<file path="config.mk">
export PLATFORM = sky130hd
export DESIGN_NAME = gsocd_ctrl
export DESIGN_NICKNAME = d
export VERILOG_FILES = /design/src/design/gsocd_pkg.sv /design/src/design/gsocd_ctrl.sv
export SDC_FILE = /design/constraint.sdc
export NUM_CORES = 1
export LEC_CHECK = 0
export BUFFER_PORTS_ARGS = -buffer_cell sky130_fd_sc_hd__buf_2
export CAP_MARGIN = 20
export CORE_MARGIN = 2
export CORE_UTILIZATION = 50
export CTS_BUF_LIST = sky130_fd_sc_hd__clkbuf_8
export DETAILED_ROUTE_END_ITERATION = 16
export PLACE_DENSITY = 0.76
export SETUP_SLACK_MARGIN = 0.02
export SYNTH_ARGS = -nofsm -noshare
export SYNTH_HDL_FRONTEND = slang
export SYNTH_SLANG_ARGS = --single-unit
</file>
<file path="constraint.sdc">
create_clock -name clk -period 4.1 [get_ports clk]
set_clock_uncertainty 0.2 [all_clocks]
set_input_delay 0.82 -clock clk [delete_from_list [all_inputs] [get_ports clk]]
set_output_delay 0.82 -clock clk [all_outputs]
set_load 0.05 [all_outputs]
</file>
<file path="src/design/gsocd_pkg.sv">
package gsocd_pkg;

  localparam int SAMPLE_W    = 32;
  localparam int MAX_COLS    = 1024;
  localparam int ROW_W       = 16;
  localparam int GRID_COLS_W = 11;
  localparam int COL_W       = $clog2(MAX_COLS + 1);
  localparam int RCOL_W      = $clog2(MAX_COLS);
  localparam int SEEN_W      = $clog2(3 * MAX_COLS + 1);

  localparam int HIST_AW     = $clog2(6 * MAX_COLS + 1);
  localparam int HIST_DEPTH  = 1 << HIST_AW;
  localparam int ROW_TAPS    = 5;
  localparam int WIN_TAPS    = 7;
  localparam int WIN_HALF    = (WIN_TAPS - 1) / 2;
  localparam int BANK_SEL_W  = $clog2(WIN_TAPS);
  localparam int BANKS       = 1 << BANK_SEL_W;
  localparam int BANK_AW     = HIST_AW - BANK_SEL_W;
  localparam int BANK_DEPTH  = 1 << BANK_AW;

  localparam int BORDER      = 9;
  localparam int COEF_W      = 32;
  localparam int FRAC_W      = 16;
  localparam int DIFF_W      = SAMPLE_W + 1;
  localparam int PROD_W      = COEF_W + DIFF_W;
  localparam int SUM_W       = PROD_W + 2;

  localparam int CFG_IDX_W   = 3;
  localparam int CFG_DATA_W  = 32;

  localparam logic [CFG_IDX_W-1:0] REG_GRID_ROWS  = 3'd0;
  localparam logic [CFG_IDX_W-1:0] REG_GRID_COLS  = 3'd1;
  localparam logic [CFG_IDX_W-1:0] REG_ROW_COEF_1 = 3'd2;
  localparam logic [CFG_IDX_W-1:0] REG_ROW_COEF_2 = 3'd3;
  localparam logic [CFG_IDX_W-1:0] REG_ROW_COEF_3 = 3'd4;
  localparam logic [CFG_IDX_W-1:0] REG_COL_COEF_1 = 3'd5;
  localparam logic [CFG_IDX_W-1:0] REG_COL_COEF_2 = 3'd6;
  localparam logic [CFG_IDX_W-1:0] REG_COL_COEF_3 = 3'd7;

  localparam logic OP_SAMPLE = 1'b0;
  localparam logic OP_FLUSH  = 1'b1;

  localparam logic [ROW_W-1:0]       GRID_ROWS_RESET = ROW_W'(64);
  localparam logic [GRID_COLS_W-1:0] GRID_COLS_RESET = GRID_COLS_W'(64);
  localparam logic [COEF_W-1:0]      COEF_1_RESET    = COEF_W'(49152);
  localparam logic [COEF_W-1:0]      COEF_2_RESET    = COEF_W'(-9830);
  localparam logic [COEF_W-1:0]      COEF_3_RESET    = COEF_W'(1092);

  typedef logic signed [SAMPLE_W-1:0] sample_t;
  typedef logic [HIST_AW-1:0] haddr_t;

  typedef struct packed {
    logic                             we;
    haddr_t                           waddr;
    sample_t                          wdata;
    logic                             re;
    logic [ROW_TAPS-1:0][HIST_AW-1:0] row_addr;
    logic [ROW_TAPS-1:0]              row_ok;
    haddr_t                           win_addr;
    logic [WIN_TAPS-1:0]              win_ok;
  } hist_req_t;

  typedef logic [ROW_TAPS-1:0][SAMPLE_W-1:0] row_taps_t;
  typedef logic [WIN_TAPS-1:0][SAMPLE_W-1:0] win_taps_t;

  typedef struct packed {
    logic    emit;
    logic    row_en;
    logic    col_en;
    logic    last;
    sample_t sample;
  } item_t;

  typedef struct packed {
    logic [2:0][COEF_W-1:0] row;
    logic [2:0][COEF_W-1:0] col;
  } coefs_t;

endpackage

</file>
<file path="src/design/gsocd_ctrl.sv">
module gsocd_ctrl import gsocd_pkg::*; (
  input  logic                  clk,
  input  logic                  rst_n,
  input  logic                  cfg_valid,
  input  logic [CFG_IDX_W-1:0]  cfg_index,
  input  logic [CFG_DATA_W-1:0] cfg_data,
  input  logic                  in_fire,
  input  logic                  in_operation,
  input  sample_t               in_sample,
  output hist_req_t             hreq,
  output item_t                 item,
  output coefs_t                coefs
);

  localparam int RW1 = ROW_W + 1;
  localparam int CW  = COL_W + 4;

  typedef struct packed {
    logic [COL_W-1:0]                 cols;
    logic [SEEN_W-1:0]                seen_lim;
    logic [ROW_TAPS-1:0][HIST_AW-1:0] row_age;
    haddr_t                           win_base;
  } geom_t;

  function automatic geom_t geom_f(input logic [GRID_COLS_W-1:0] raw);
    geom_t  g;
    haddr_t c1;
    haddr_t c2;
    haddr_t c3;
    haddr_t c4;
    if (raw == '0) begin
      g.cols = COL_W'(1);
    end else if (int'(raw) > MAX_COLS) begin
      g.cols = COL_W'(MAX_COLS);
    end else begin
      g.cols = COL_W'(raw);
    end
    c1 = HIST_AW'(g.cols);
    c2 = c1 << 1;
    c4 = c1 << 2;
    c3 = c2 + c1;
    g.seen_lim   = SEEN_W'(c3);
    g.row_age[0] = c1;
    g.row_age[1] = c2;
    g.row_age[2] = c4;
    g.row_age[3] = c4 + c1;
    g.row_age[4] = c4 + c2;
    g.win_base   = c3 + HIST_AW'(WIN_HALF);
    return g;
  endfunction

  logic [ROW_W-1:0]  rows_e_r;
  geom_t             geom_r;
  coefs_t            coefs_r;
  haddr_t            wp_r;
  haddr_t            fill_r;
  logic [SEEN_W-1:0] seen_r,    seen_nxt;
  logic [ROW_W-1:0]  res_row_r, res_row_nxt;
  logic [RCOL_W-1:0] res_col_r, res_col_nxt;

  logic    emit;
  logic    row_en;
  logic    col_en;
  logic    row_last;
  logic    col_last;
  logic    last;
  sample_t v;

  always_ff @(posedge clk) begin
    if (!rst_n) begin
      rows_e_r        <= GRID_ROWS_RESET;
      geom_r          <= geom_f(GRID_COLS_RESET);
      coefs_r.row[0]  <= COEF_1_RESET;
      coefs_r.row[1]  <= COEF_2_RESET;
      coefs_r.row[2]  <= COEF_3_RESET;
      coefs_r.col[0]  <= COEF_1_RESET;
      coefs_r.col[1]  <= COEF_2_RESET;
      coefs_r.col[2]  <= COEF_3_RESET;
    end else if (cfg_valid) begin
      unique case (cfg_index)
        REG_GRID_ROWS: begin
          rows_e_r <= (cfg_data[ROW_W-1:0] == '0) ? ROW_W'(1) : cfg_data[ROW_W-1:0];
        end
        REG_GRID_COLS:  geom_r         <= geom_f(cfg_data[GRID_COLS_W-1:0]);
        REG_ROW_COEF_1: coefs_r.row[0] <= cfg_data[COEF_W-1:0];
        REG_ROW_COEF_2: coefs_r.row[1] <= cfg_data[COEF_W-1:0];
        REG_ROW_COEF_3: coefs_r.row[2] <= cfg_data[COEF_W-1:0];
        REG_COL_COEF_1: coefs_r.col[0] <= cfg_data[COEF_W-1:0];
        REG_COL_COEF_2: coefs_r.col[1] <= cfg_data[COEF_W-1:0];
        REG_COL_COEF_3: coefs_r.col[2] <= cfg_data[COEF_W-1:0];
      endcase
    end
  end

  assign v        = (in_operation == OP_FLUSH) ? '0 : in_sample;
  assign emit     = seen_r >= geom_r.seen_lim;
  assign row_en   = (res_row_r >= ROW_W'(BORDER)) &&
                    (RW1'(res_row_r) + RW1'(BORDER) < RW1'(rows_e_r));
  assign col_en   = (CW'(res_col_r) >= CW'(BORDER)) &&
                    (CW'(res_col_r) + CW'(BORDER) < CW'(geom_r.cols));
  assign row_last = RW1'(res_row_r) + RW1'(1) >= RW1'(rows_e_r);
  assign col_last = CW'(res_col_r) + CW'(1) >= CW'(geom_r.cols);
  assign last     = row_last && col_last;

  always_comb begin
    seen_nxt    = seen_r;
    res_row_nxt = res_row_r;
    res_col_nxt = res_col_r;
    priority if (!emit) begin
      seen_nxt = seen_r + SEEN_W'(1);
    end else if (last) begin
      seen_nxt    = '0;
      res_row_nxt = '0;
      res_col_nxt = '0;
    end else if (col_last) begin
      res_col_nxt = '0;
      res_row_nxt = res_row_r + ROW_W'(1);
    end else begin
      res_col_nxt = res_col_r + RCOL_W'(1);
    end
  end

  always_ff @(posedge clk) begin
    if (!rst_n) begin
      wp_r      <= '0;
      fill_r    <= '0;
      seen_r    <= '0;
      res_row_r <= '0;
      res_col_r <= '0;
    end else if (in_fire) begin
      wp_r      <= wp_r + HIST_AW'(1);
      fill_r    <= (fill_r == '1) ? fill_r : fill_r + HIST_AW'(1);
      seen_r    <= seen_nxt;
      res_row_r <= res_row_nxt;
      res_col_r <= res_col_nxt;
    end
  end

  always_comb begin
    haddr_t age;
    age        = '0;
    hreq.we    = in_fire;
    hreq.waddr = wp_r;
    hreq.wdata = v;
    hreq.re    = in_fire && emit;
    for (int j = 0; j < ROW_TAPS; j++) begin
      hreq.row_addr[j] = wp_r - geom_r.row_age[j];
      hreq.row_ok[j]   = geom_r.row_age[j] <= fill_r;
    end
    hreq.win_addr = wp_r - geom_r.win_base;
    for (int o = 0; o < WIN_TAPS; o++) begin
      age            = geom_r.win_base - HIST_AW'(o);
      hreq.win_ok[o] = age <= fill_r;
    end
  end

  assign item.emit   = emit;
  assign item.row_en = row_en;
  assign item.col_en = col_en;
  assign item.last   = last;
  assign item.sample = v;
  assign coefs       = coefs_r;

endmodule

</file>
After elaboration in Yosys (flattened, before gate mapping)
Cells that the tools add are included.

Output and inout port bits: 365. Logic and storage cells: 105. Input port bits: 72. Flip-flop bits (word level): 334.

Equality and inequality tests: 9. $add $sub $neg: 25. Magnitude comparators: 20. Multiplexer cells: 13. Reductions and logical operators: 20. Bitwise gates (word level): 1.

Operator list (number): $le A13 B13 Y1 (10); $mux W11 (5); $sub A13 B13 Y13 (4); $mux W16 (3); $sub A13 B3 Y13 const B (3); $mux W32 (1); $add A13 B1 Y13 const B (2); $sub A13 B2 Y13 const B (2); $mux W12 (2); $reduce_and A2 Y1 (11); $mux W10 (2); $add A16 B1 Y17 const B (1); $add A16 B4 Y17 const B (1); $ge A17 B16 Y1 (1); $lt A17 B16 Y1 (1); $add A16 B1 Y16 const B (1); $ge A16 B4 Y1 const B (1); $logic_not A16 Y1 (1); $add A12 B11 Y13 (1); $add A13 B11 Y13 (1); $add A13 B12 Y13 (1); $add A13 B2 Y13 const B (1); $eq A13 B13 Y1 const B (1); $le A11 B13 Y1 (1); other kinds (23) (30).

Longest topological paths before layout
Gate-level depths: netlist of run 1.

Depth in word-level cells: 8. Depth in mapped cells: 16. Depth with buffers taken out: 15.

Least setup slack after synthesis of run 1
OpenSTA, ideal clock, no wires.

Path kind: register to output. Start: register geom_r[2] (netlist name). End: output hreq[3] (netlist name). Arrival time: 3.883 ns. Data required time: 3.080 ns. Path buffers: 2. Stages on the path, launching flop included: 11. Path slack: -0.803 ns. Cells stage by stage: dfxtp_1 > clkbuf_1 > inv_1 > ha_1 > clkbuf_1 > a21boi_0 > nand2_1 > xnor2_1 > ha_1 > nand4_1 > o41ai_1.

RTL lines: start: declaration (RTL line gsocd_ctrl.sv:53) `geom_t geom_r;`; start signal: assignment (RTL line gsocd_ctrl.sv:72) `geom_r <= geom_f(GRID_COLS_RESET);`; start signal: assignment (RTL line gsocd_ctrl.sv:84) `REG_GRID_COLS: geom_r <= geom_f(cfg_data[GRID_COLS_W-1:0]);`; end: declaration (RTL line gsocd_ctrl.sv:10) `output hist_req_t hreq,`.

==> flow_summary_export.csv, run 1 <==
group,metric,value,unit
detailed_routing,drcViolationCount,0,
floorplan,core,0.0442,mm2
worst_hold_path,min_path_type,"reg2reg",
floorplan,die_h,216,um
logic_synthesis,ys_top_cells_by_area,"dfxtp_1 (28%), ha_1 (17%), nand2_1 (10%)",
timing,setup_viol,22,
clocking,clockRootBuffer,"clkbuf_8",
detailed_routing,antenna_left,0,
logic_synthesis,synth_ff_type,"dfxtp_1",
logic_synthesis,syn_avg_cell_area,7.64,um2
timing,fmax,232,MHz
clocking,cts_tree,"done",
logic_synthesis,synth_commonest_cells,"nand2_1 (599), dfxtp_1 (318), ha_1 (301)",
final_layout,fin_nets,3927,
clocking,cts_buffer_depth,3,
power,internal-power,5.72,mW
clocking,cts-buffers-inserted,53,
clocking,htreeDepth,2,
logic_synthesis,yosysTopAreaCell,"dfxtp_1",
logic_synthesis,yosysMostFrequentCell,"nand2_1",
final_layout,drive_gt1_frac,0.323,
detailed_routing,drtIter0Drc,2065,
setup_path,critPathRequiredTime,3080,ps
detailed_routing,avgRoutedWirePerCell,20.0,um
timing,fin_crit_sh,1.05,
clocking,postCtsHoldBufs,0,
logic_synthesis,syn_area,0.0224,mm2
timing,layout_setup_ws,-214,ps
floorplan,die_area,0.0466,mm2
clocking,cts_num_sinks,318,
detailed_routing,wirelength,83600,um
timing,slew_headroom,0.384,
global_routing,grt_max_degree,91,
power,power_density,284,mW/mm2
detailed_routing,drt_pass1_iterations,8,
placed_design,dp_hpwl,56600,um
floorplan,start_util,0.508,
logic_synthesis,ys_ff_latch,318,
logic_synthesis,yosysSeqAreaShare,0.284,
logic_synthesis,synth_edf_count,0,
placed_design,gp_congestion,1.02,
final_layout,post-route-cell-area,0.0302,mm2
timing,min_period,4310,ps
power,combPwrFrac,0.248,
outcome,violations,"setup timing",
setup_path,endpoint_kind,"output pin",
global_routing,grt_pass1_vias,22368,
setup_path,cp-start-kind,"flop",
run,drv_cap,0,
power,clkPwrFrac,0.378,
timing,slew_violations,0,
timing,tightest_slew,924,ps
logic_synthesis,yosys_warnings,0,
timing,rsz0062_at_grt,"yes",
global_routing,grt-ovfl-total,0,
power,power.share.sequential,0.374,
global_routing,grt_pass1_wl,122000,um
power,p_switching,2.85,mW
clocking,clk_pin_slew_worst_paths,60,ps
setup_path,critPathArrivalTime,3290,ps
global_routing,antenna_found_initial,5,
detailed_routing,viasPerCell,5.74,
setup_path,cp_max_fo,2,
floorplan,num_io_pins,437,
timing,hold_viol_final,0,
logic_synthesis,yosys.area.top_type_share,0.284,
global_routing,grt_usage,0.329,
floorplan,fp.dieW,216,um
final_layout,area_growth,34.5,%
power,ir_drop,359,uV
power,p_leak,13.8,nW
logic_synthesis,synthCells,2937,
detailed_routing,vias,24056,
placed_design,post_dp_cell_area,0.0259,mm2
logic_synthesis,yosys.cell_types.count,72,
power,netSwitchingFraction,0.332,
clocking,insertion_delay,660,ps
logic_synthesis,synthArstFlopShare,0,
final_layout,post-route-util,0.683,
logic_synthesis,synthesis.nets,3316,
placed_design,io_buffers,436,
outcome,outcome,"finished, violations left",
setup_path,critical_path_class,"reg2out",
floorplan,rows,77,
[power groups by stage]
stage | sequential (mW) | clock, mW | combinational (mW)
floorplan | 3.44 | 0 | 1.15
global route | 3.21 | 3.42 | 2.23
finish | 3.20 | 3.24 | 2.12
detailed placement | 3.27 | 0 | 1.83
CTS | 3.21 | 3.27 | 1.97
global placement | 3.27 | 0 | 1.82
[cells by family (layout without fill, tap and decap cells)]
family,count (synthesis),in the layout,synth area share
compound gates,614,614,0.167
xor+xnor,177,177,0.0691
fa+ha+maj,310,310,0.174
buf+inv,337,993,0.0649
flops,318,318,0.284
mux,7,7,0.00318
other cells,0,3,0
simple gates,1174,1174,0.238
[flip-flops by register name (all words and copies together) (netlist names)]
signal and flops:
res_row_r 16, seen_r 12, geom_r 46, rows_e_r 16
coefs 192, wp_r 13, fill_r 13, res_col_r 10
[final cells by class]
| class | count | area (um2) |
|---|---|---|
| multi-input cells | 2282 | 16200 |
| fillers | 3448 | 14000 |
| flip-flops and latches | 318 | 6470 |
| repair buffers | 742 | 4920 |
| clock buffers | 77 | 1060 |
| well taps | 592 | 741 |
| inverters | 150 | 602 |
| clock inverters | 23 | 189 |
| diodes | 3 | 7.51 |
| repair inverters | 1 | 6.26 |
[metrics by stage]
step | total power, mW | std cells | hold slack (ps) | worst slack [ps] | TNS (ps)
final | 8.56 | 4188 | 251 | -214 | -2180
after global routing | 8.86 | 4188 | 251 | -347 | -5710
after CTS | 8.45 | 4139 | 227 | -174 | -1620
after detailed placement | 5.10 | 3945 | 243 | -93.0 | -242
after global placement | 5.09 | 3945 | 239 | -55.9 | -107
after floorplan | 4.59 | 2937 | 236 | -155 | -155
[final timing paths]
check               start  cells past startpoint            to  slack (ps)
max            geom_r[53]                     13      hreq[75]        -210
max reg2reg  res_col_r[1]                     30  res_col_r[6]         120
min            coefs[137]                      2    coefs[137]         250
min reg2reg    coefs[137]                      2    coefs[137]         250
[critical path, stage by stage (launching register included)]
cell and delay, ps:
dfxtp_2 340, inv_2 50, buf_6 120, ha_4 200
nor2b_4 130, o21a_1 180, o21a_1 200, o21ai_2 140
nand2b_1 110, a21o_1 280, a41o_1 240, o211ai_1 230
xnor2_1 150, buf_4 230
[per-layer routing]
metal,track usage,part of all wire,vias to the layer above
met1,0.398,0.38,11238
li1,-,-,11246
met4,0.181,0.061,2
met3,0.0823,0.10,295
met2,0.535,0.46,1275
met5,0,0.00013,-
[placed cells by master, fill, tap and decap left out, types with 14 or more instances in the layout]
cell type	count
nand3_1	102
ha_4	31
nor2b_1	66
nand4_1	42
a21boi_2	21
ha_1	265
nor2_1	157
o21ai_0	44
nor2_2	15
o21a_1	22
nor3_1	23
buf_4	283
xor2_1	36
buf_2	390
xnor2_2	16
a21oi_1	262
inv_1	140
dfxtp_2	14
dfxtp_1	281
a21o_1	73
a211oi_1	15
a21oi_2	20
o21ai_2	22
buf_6	54
nand2_1	586
dfxtp_4	23
nand2b_1	21
clkbuf_8	77
o211ai_1	19
o21ai_1	20
xnor2_1	122
[what timing repair did]
action,4_1_cts,5_1_grt
gates cloned,1,0
endpoints found under the hold margin,0,0
buffers inserted,94,52
resized for setup,359,194
pin swaps,132,136
endpoints found under the setup margin,50,52
(Power assumes the default switching activity.)
==> run 2, diff against run 1 <==
--- a/config.mk
+++ b/config.mk
@@ -11,7 +11,7 @@
 export CORE_UTILIZATION = 50
 export CTS_BUF_LIST = sky130_fd_sc_hd__clkbuf_8
 export DETAILED_ROUTE_END_ITERATION = 16
-export PLACE_DENSITY = 0.76
+export PLACE_DENSITY = 0.73
 export SETUP_SLACK_MARGIN = 0.02
 export SYNTH_ARGS = -nofsm -noshare
 export SYNTH_HDL_FRONTEND = slang
==> constraint.sdc (replaced) <==
create_clock -name clk -period 5.28 [get_ports clk]
set_clock_uncertainty 0.2 [all_clocks]
set_input_delay 1.056 -clock clk [delete_from_list [all_inputs] [get_ports clk]]
set_output_delay 1.056 -clock clk [all_outputs]
set_load 0.05 [all_outputs]
==> run 2 against run 1 <==
Net effect: the run now ends clean; final area shrank 13%; count of clock-buffer cells in the layout shrank 6; global-route usage shrank 0.50 points; sequential share of layout area grew 2.9 points; clock power shrank 24%; register-to-register slack gained 830 ps; setup slack gained 420 ps; highest routed layer unchanged.
==> flow_summary_export.csv, run 2 (synthesis results as in run 1) <==
group,metric,value,unit
clocking,cts_buffer_depth,3,
setup_path,critPathRequiredTime,4020,ps
detailed_routing,vias,22728,
placed_design,post_dp_cell_area,0.0250,mm2
clocking,clk_pin_slew_worst_paths,60,ps
setup_path,regToRegEndpoint,"res_row_r[12]",
final_layout,post-route-cell-area,0.0263,mm2
clocking,insertion_delay,650,ps
global_routing,grt_usage,0.324,
setup_path,r2r_slack,950,ps
run,drv_cap,0,
detailed_routing,drcViolationCount,0,
timing,slew_violations,0,
global_routing,gr-usage-met2,0.528,
clocking,postCtsHoldBufs,0,
timing,tightest_slew,979,ps
setup_path,worstRegToRegCells,14,
global_routing,met3_usage,0.0798,
setup_path,rr_startpoint,"res_col_r[0]",
floorplan,die_h,216,um
final_layout,fin_nets,3685,
floorplan,num_io_pins,437,
floorplan,die_area,0.0466,mm2
worst_hold_path,min_path_type,"reg2reg",
clocking,cts-buffers-inserted,55,
worst_hold_path,hp-start,"coefs[181]",
global_routing,grt_pass1_wl,120000,um
floorplan,start_util,0.508,
clocking,cts_tree,"done",
floorplan,core,0.0442,mm2
power,ir_drop,221,uV
placed_design,gp_congestion,0.991,
setup_path,critPathLaunch,"geom_r[1]",
power,internal-power,4.20,mW
setup_path,path_cells,"buf_4 -> ha_1 -> a21oi_1 -> nand2_1 -> nor3_1 -> nand2_1 -> xnor2_1 -> ha_1 -> and4_1 -> nand3_1 -> o31ai_1 -> buf_2",
power,clkPwrFrac,0.387,
detailed_routing,drtIter0Drc,1955,
global_routing,groute.layer.met1.usage,0.393,
final_layout,final_common_cell,"nand2_1",
setup_path,critical_path_class,"reg2out",
detailed_routing,drt_pass1_iterations,6,
placed_design,dp_hpwl,59500,um
global_routing,grt_pass1_vias,21853,
final_layout,largest_register_ffs,192,
detailed_routing,viasPerCell,5.77,
worst_hold_path,hold_depth,2,
power,power.share.sequential,0.395,
clocking,clockRootBuffer,"clkbuf_8",
detailed_routing,wirelength,78600,um
setup_path,crit_path_top_delay_cell,"a21oi_1",
worst_hold_path,hold_end,"coefs[181]",
timing,fin_crit_sh,0.961,
timing,hold_viol_final,0,
detailed_routing,antenna_left,0,
power,combPwrFrac,0.218,
timing,slew_headroom,0.346,
setup_path,cp_max_fo,9,
global_routing,grt-ovfl-total,0,
setup_path,crit_path_max_incr_delay,350,ps
floorplan,fp.dieW,216,um
final_layout,post-route-util,0.594,
timing,fmax,197,MHz
clocking,cts_num_sinks,318,
timing,min_period,5070,ps
power,netSwitchingFraction,0.337,
detailed_routing,avgRoutedWirePerCell,20.0,um
setup_path,cp-start-kind,"flop",
power,p_leak,11.9,nW
global_routing,grt.busiest_layer,"met2",
final_layout,mostFrequentLayoutCells,"nand2_1 (599), buf_2 (432), dfxtp_1 (312)",
final_layout,drive_gt1_frac,0.193,
final_layout,seqCellArea,0.00638,mm2
final_layout,area_growth,17.0,%
outcome,outcome,"finished clean",
global_routing,grt_max_degree,111,
placed_design,io_buffers,436,
final_layout,multi_input_area,0.0147,mm2
power,power_density,241,mW/mm2
timing,rsz0062_at_grt,"yes",
timing,setup_viol,0,
final_layout,fillers,4038,
global_routing,antenna_found_initial,4,
setup_path,endpoint_kind,"output pin",
power,p_switching,2.13,mW
floorplan,rows,77,
setup_path,critPathArrivalTime,3820,ps
timing,whs,253,ps
clocking,htreeDepth,2,
## run 2: cell types whose count changed in the layout (fill, tap and decap cells not counted), moves of 21 or more
cell and delta:
dfxtp_4 -21, o21ai_0 +43, buf_6 -53, o21ai_2 -21, ha_1 +35, ha_4 -31
buf_2 +42, a21oi_1 +23, dfxtp_1 +31, buf_4 -220
## run 2: repair_timing
action / CTS / global route
pin swaps: 0 / 2
setup endpoints to repair: 6 / 15
setup buffers: 0 / 3
resized for setup: 8 / 28
## run 2: how the worst max path moves through the flow
stage | endpoint | slack [ps] | cells past startpoint
2_1_floorplan | hreq[3] | 140 | 10
3_3_place_gp | hreq[62] | 560 | 12
3_5_place_dp | hreq[62] | 480 | 12
4_1_cts | item[32] | 40 | 12
5_1_grt | item[32] | -5 | 13
6_report | hreq[5] | 210 | 12
## run 2: critical path: cells and delay by family (launching register included)
| kind | cells | cell delay, ps |
|---|---|---|
| compound gates | 2 | 700 |
| xor+xnor | 1 | 160 |
| fa+ha+maj | 2 | 570 |
| buf+inv | 2 | 530 |
| flops | 1 | 310 |
| simple gates | 5 | 880 |
## run 2: layout make-up
| type | instances | area share |
|---|---|---|
| Timing Repair Buffer | 499 | 0.102 |
| Clock inverter | 25 | 0.00834 |
| Antenna cell | 1 | 0.0000953 |
| Sequential cell | 318 | 0.243 |
| Tap cell | 592 | 0.0282 |
| Inverter | 150 | 0.0219 |
| Multi-Input combinational cell | 2282 | 0.559 |
| Clock buffer | 71 | 0.0372 |
## run 2: power groups by stage
stage	registers [mW]	clock network (mW)	logic [mW]
3_5_place_dp	2.55	0	1.36
5_1_grt	2.50	2.58	1.47
6_report	2.50	2.45	1.38
2_1_floorplan	2.67	0	0.879
3_3_place_gp	2.55	0	1.33
4_1_cts	2.50	2.49	1.36
## run 2: per-stage QoR
stage	cells	setup WS, ps	TNS [ps]	total power, mW
finish	3938	208	0	6.33
global route	3938	-5.50	-5.50	6.56
global placement	3837	558	0	3.88
CTS	3933	37.7	0	6.35
floorplan	2937	141	0	3.55
detailed placement	3837	480	0	3.91
## run 2: layer usage
metal	wire length (um)	vias to the layer above
li1	-	10738
met1	31200	10686
met2	35600	1078
met3	7380	220
met4	4410	6
met5	47	-
